$ cat src/sv/elic_pkg.sv
// Shared types and constants of the epipolar line image clip unit.
// No dependencies; every other file of the block imports this package.
package elic_pkg;

    localparam int CFG_IDX_W  = 3;
    localparam int CFG_DATA_W = 64;
    localparam int NUM_EDGES  = 4;
    localparam int POS_W      = 18;   // doubled edge position, signed
    localparam int NUM_W      = 82;   // kfix*pos2 + 2c, signed
    localparam int DEN_W      = 64;
    localparam int MAG_LOW    = NUM_W - DEN_W;
    localparam int FRAC_SHIFT = 11;
    localparam int DIV_BITS   = MAG_LOW + FRAC_SHIFT;
    localparam int LANE_LAT   = DIV_BITS + 2;

    localparam int EDGE_LEFT   = 0;
    localparam int EDGE_TOP    = 1;
    localparam int EDGE_BOTTOM = 2;
    localparam int EDGE_RIGHT  = 3;

    localparam logic signed [31:0] Q12_ONE = 32'sd4096;

    typedef enum logic [CFG_IDX_W-1:0] {
        CFG_PAIR_A,
        CFG_PAIR_B,
        CFG_PAIR_C,
        CFG_PAIR_D,
        CFG_LAST,
        CFG_WIDTH,
        CFG_HEIGHT,
        CFG_CENTRED
    } t_cfg_idx;

    typedef struct packed {
        logic [3:0][63:0] pair;
        logic [31:0]      last;
        logic [15:0]      width;
        logic [15:0]      height;
        logic             centred;
    } t_cfg;

    typedef struct packed {
        logic signed [63:0]                line_a;
        logic signed [63:0]                line_b;
        logic signed [63:0]                line_c;
        logic [NUM_EDGES-1:0][NUM_W-1:0]   num;
        logic [NUM_EDGES-1:0]              skip;
    } t_item;

    typedef struct packed {
        logic full;
        logic empty;
    } t_q_status;

endpackage

$ cat src/sv/elic_fifo.sv
// Short queue between the front end and the back end.
// Depends on elic_pkg for the item and status types.
module elic_fifo import elic_pkg::*; #(
    parameter int DEPTH = 4
) (
    input  logic      i_clk,
    input  logic      i_rst_n,
    input  logic      i_push,
    input  t_item     i_data,
    input  logic      i_pop,
    output t_item     o_head,
    output t_q_status o_status
);

    localparam int PTR_W = $clog2(DEPTH);
    localparam int CNT_W = $clog2(DEPTH + 1);

    t_item              r_mem [DEPTH];
    logic [PTR_W-1:0]   r_wr, r_rd;
    logic [CNT_W-1:0]   r_count;

    assign o_head         = r_mem[r_rd];
    assign o_status.full  = (r_count == CNT_W'(DEPTH));
    assign o_status.empty = (r_count == '0);

    always_ff @(posedge i_clk) begin
        if (i_push) begin
            r_mem[r_wr] <= i_data;
        end
    end

    always_ff @(posedge i_clk) begin
        if (!i_rst_n) begin
            r_wr    <= '0;
            r_rd    <= '0;
            r_count <= '0;
        end else begin
            if (i_push) begin
                r_wr <= (r_wr == PTR_W'(DEPTH - 1)) ? '0 : r_wr + 1'b1;
            end
            if (i_pop) begin
                r_rd <= (r_rd == PTR_W'(DEPTH - 1)) ? '0 : r_rd + 1'b1;
            end
            if (i_push && !i_pop) begin
                r_count <= r_count + 1'b1;
            end else if (!i_push && i_pop) begin
                r_count <= r_count - 1'b1;
            end
        end
    end

    a_no_overflow: assert property (@(posedge i_clk) disable iff (!i_rst_n)
        i_push |-> !o_status.full)
        else $error("queue written while full");

    a_no_underflow: assert property (@(posedge i_clk) disable iff (!i_rst_n)
        i_pop |-> !o_status.empty)
        else $error("queue read while empty");

endmodule

$ cat config.mk
export PLATFORM = sky130hd
export DESIGN_NAME = elic_fifo
export DESIGN_NICKNAME = d
export VERILOG_FILES = /design/src/sv/elic_pkg.sv /design/src/sv/elic_fifo.sv
export SDC_FILE = /design/constraint.sdc
export NUM_CORES = 1
export LEC_CHECK = 0
export BUFFER_PORTS_ARGS = -buffer_cell sky130_fd_sc_hd__buf_2
export CORE_AREA = 3 3 404 406
export DETAILED_ROUTE_END_ITERATION = 16
export DIE_AREA = 0 0 407 409
export HOLD_SLACK_MARGIN = 0.03
export PLACE_DENSITY = 0.68
export SKIP_LAST_GASP = 1
export SYNTH_ARGS = -nofsm -noshare
export SYNTH_HDL_FRONTEND = slang
export SYNTH_SLANG_ARGS = --single-unit
$ cat constraint.sdc
create_clock -name i_clk -period 14.54 [get_ports i_clk]
set_input_delay 0 -clock i_clk [delete_from_list [all_inputs] [get_ports i_clk]]
set_output_delay 0 -clock i_clk [all_outputs]
set_load 0.02 [all_outputs]
==> metrics.md <==
| Metric | Value |
|---|---|
| Status | `complete, no violations` |
| Internal power | `10550 uW` |
| Vias in the first global route | `41770` |
| Synth area leaders | `edfxtp_1, mux4_2, buf_6, buf_2, dfxtp_1` |
| Met2 usage | `0.3624` |
| Hold Path Sink | `r_mem[1][23]` |
| Die Wd | `407 um` |
| Max-Cap Viols | `0` |
| Core area | `160200 um2` |
| Synthesized cell area | `76010 um2` |
| Seq/Total Area, Yosys | `0.8304` |
| DRC Markers | `0` |
| Total Wirelength | `186300 um` |
| # rows | `147` |
| Estimated wirelength of the detail-placed design | `109100 um` |
| Skew-Pair Late Insertion Delay | `0.82 ns` |
| Fraction of layout cells with a size suffix above 1 | `0.3670` |
| Worst Path Required | `14.54 ns` |
| Area Growth Syn to Fin | `32.51%` |
| R2R Setup Slk | `10.23 ns` |
| Worst VDD drop | `0.1331 mV` |
| Worst-path clk slew | `0.06 ns` |
| Final hold vios | `0` |
| Commonest non-fill, non-tap cell in the layout | `edfxtp_1` |
| Comb power frac | `0.113` |
| CP Launch Type | `flop` |
| Wire per inst | `25.25 um` |
| Finished Layout Cells | `7378` |
| Nets | `5547` |
| Share of the synthesized area in the top cell type | `0.8281` |
| CTS resizes | `0` |
| Synthesis-stage register bit count | `2105` |
| Fin crit share | `0.3520` |
| Htree depth | `4` |
| Placed cell count | `5916` |
| Met1 GRT Util | `0.2742` |
| WS Path Type | `flop to primary output` |
| RR Startpoint | `r_wr[0]` |
| Dominant cell type by area after synthesis | `edfxtp_1` |
| Full die area | `166500 um2` |
| Via Count | `39250` |
| Worst slew margin | `0.2781` |
| Power per cell area | `136.1 nW/um2` |
| Clk sinks | `2105` |
| Most frequent cells in the layout | `edfxtp_1, buf_2, dlygate4sd3_1` |
| WP data arrival | `5.12 ns` |
| Initial DRT Pass Iterations | `8` |
| Leakage | `0.03425 uW` |
| FF-to-FF path depth | `6` |
| Syn_nets | `3315` |
| Post-Route Skew | `0.01840 ns` |
| Critical Path Fanout Max | `96` |
| TritonCTS clock tree | `yes` |
| Io pins | `1054` |
| CTS Buf Count | `205` |
| Fillcell total | `10480` |
| Max Fclk | `195.4 MHz` |
| Switch share | `0.2305` |
| Unrepaired setup endpoints after global routing | `no` |
| Cells after synthesis | `2780` |
| Via/cell ratio | `5.319` |
| Global routing met3 resource utilization | `0.07402` |
| CP Capture Type | `primary output` |
| Iteration-0 DRC Markers | `3275` |
| Global-route wire length before repair | `274300 um` |
| Final Max Slew Viols | `0` |
| Distinct cells, synth | `22` |
| Sequential power share | `0.514` |
| Worst min-delay path startpoint | `i_data[23]` |
| CTS root buf | `clkbuf_16` |
| Ys Warns | `0` |
| Worst hold path depth | `2` |
| Final min period | `5.118 ns` |
| Clk pwr share | `0.373` |
| Final Setup Violations | `0` |
| DRT antenna net count | `0` |
| Initial antenna violation count | `47` |
| Busiest layer in global routing | `met2` |
| CTS max path bufs | `3` |
| Reg-to-Reg End | `r_mem[2][286]` |
| Switch Pwr | `3158 uW` |
| GP Congestion | `0.8057` |
| Die Ht | `409 um` |
| Worst min path class | `primary input to flop` |
| Port Buf Inserts | `1053` |
| Largest net degree at the start of global routing | `151` |
| Initial Util | `0.4745` |
| Setup TNS Final | `0 ns` |
| Grt ovf | `0` |
| Gr usage total | `0.2227` |
| Synth Area per Inst | `27.34 um2` |
| Worst-margin pin slew | `1.083 ns` |
-- cell type report --
class,instances,area (um2),share of cell area
Multi-Input combinational cell,555,12070,0.1199
Tap cell,2160,2703,0.02683
Sequential cell,2105,63130,0.6268
Clock buffer,256,5406,0.05368
Clock inverter,119,1086,0.01078
Timing Repair Buffer,2141,16210,0.1610
Inverter,4,15.01,0.0001491
Antenna cell,38,95.09,0.0009441
-- repair_timing --
item / 4_1_cts / 5_1_grt
hold buffers: 1049 / 0
endpoints found under the hold margin: 2262 / 0
buffers inserted: 0 / 0
-- power by group through the flow --
stage | registers (uW) | clock network [uW] | logic, uW
4_1_cts | 7030 | 5190 | 1550
6_report | 7040 | 5120 | 1550
5_1_grt | 7050 | 5460 | 1640
3_3_place_gp | 7150 | 0 | 1300
3_5_place_dp | 7160 | 0 | 1310
2_1_floorplan | 7280 | 0 | 785
-- Yosys cell counts --
cell / number
inv_1: 4
fa_1: 1
o21a_1: 1
and2_1: 5
a21boi_0: 1
or3_1: 1
nor3b_1: 1
nor2b_1: 5
nor2_1: 1
dfxtp_1: 9
mux4_2: 524
buf_4: 19
xor2_1: 1
edfxtp_1: 2096
mux2i_1: 4
nor3_1: 2
clkbuf_1: 10
xnor2_1: 1
ha_1: 6
buf_2: 56
o21ai_0: 1
buf_6: 31
-- sequential cells by signal, indices dropped and copies added, names as in the netlist, named ones only --
signal	flops
r_mem	2096
r_count	3
r_rd	2
r_wr	2
-- critical path: stages (launching register included) --
cell and delay (ns):
dfxtp_4 1.00, buf_4 0.67, buf_4 0.89, buf_12 0.65
mux4_2 0.63, buf_2 0.19
-- worst max path at each step --
stage	startpoint	endpoint	slack (ns)	cells past startpoint
after floorplan	r_wr[0]	r_mem[0][0]	1.24	3
final	flop	o_head[319]	9.42	5
after CTS	flop	o_head[316]	9.15	5
after global placement	flop	o_head[316]	10.07	5
after global routing	flop	o_head[319]	8.85	5
after detailed placement	flop	o_head[316]	10.06	5
-- stage by stage --
step | hold slack [ns] | power, uW | util | area [um2] | worst slack (ns)
finish | 0.09441 | 13710 | 0.6287 | 100700 | 9.422
global route | 0.06453 | 14150 | 0.6286 | 100700 | 8.849
CTS | 0.03151 | 13780 | 0.6281 | 100600 | 9.147
detailed placement | 0.2158 | 8470 | 0.5221 | 83630 | 10.06
global placement | 0.2120 | 8447 | 0.5221 | 83630 | 10.07
floorplan | 0.09887 | 8062 | - | 76010 | 1.243
-- cells by family after synthesis --
logic type                 Yosys count  synth area share
DFF                               2105            0.8304
muxes                              528            0.1558
buffers and inverters              120           0.01085
and+or+nand+nor                     15          0.001185
adders and majority gates            7          0.001251
AOI/OAI and AO/OA                    3         0.0002634
xor gates and xnor gates             2         0.0002305
-- routing by layer --
metal	vias to the layer above	part of all wire
met2	1646	0.50
li1	16740	-
met4	20	0.041
met5	-	0.00068
met1	20500	0.37
met3	343	0.090
Power figures use the tool's default switching activity.
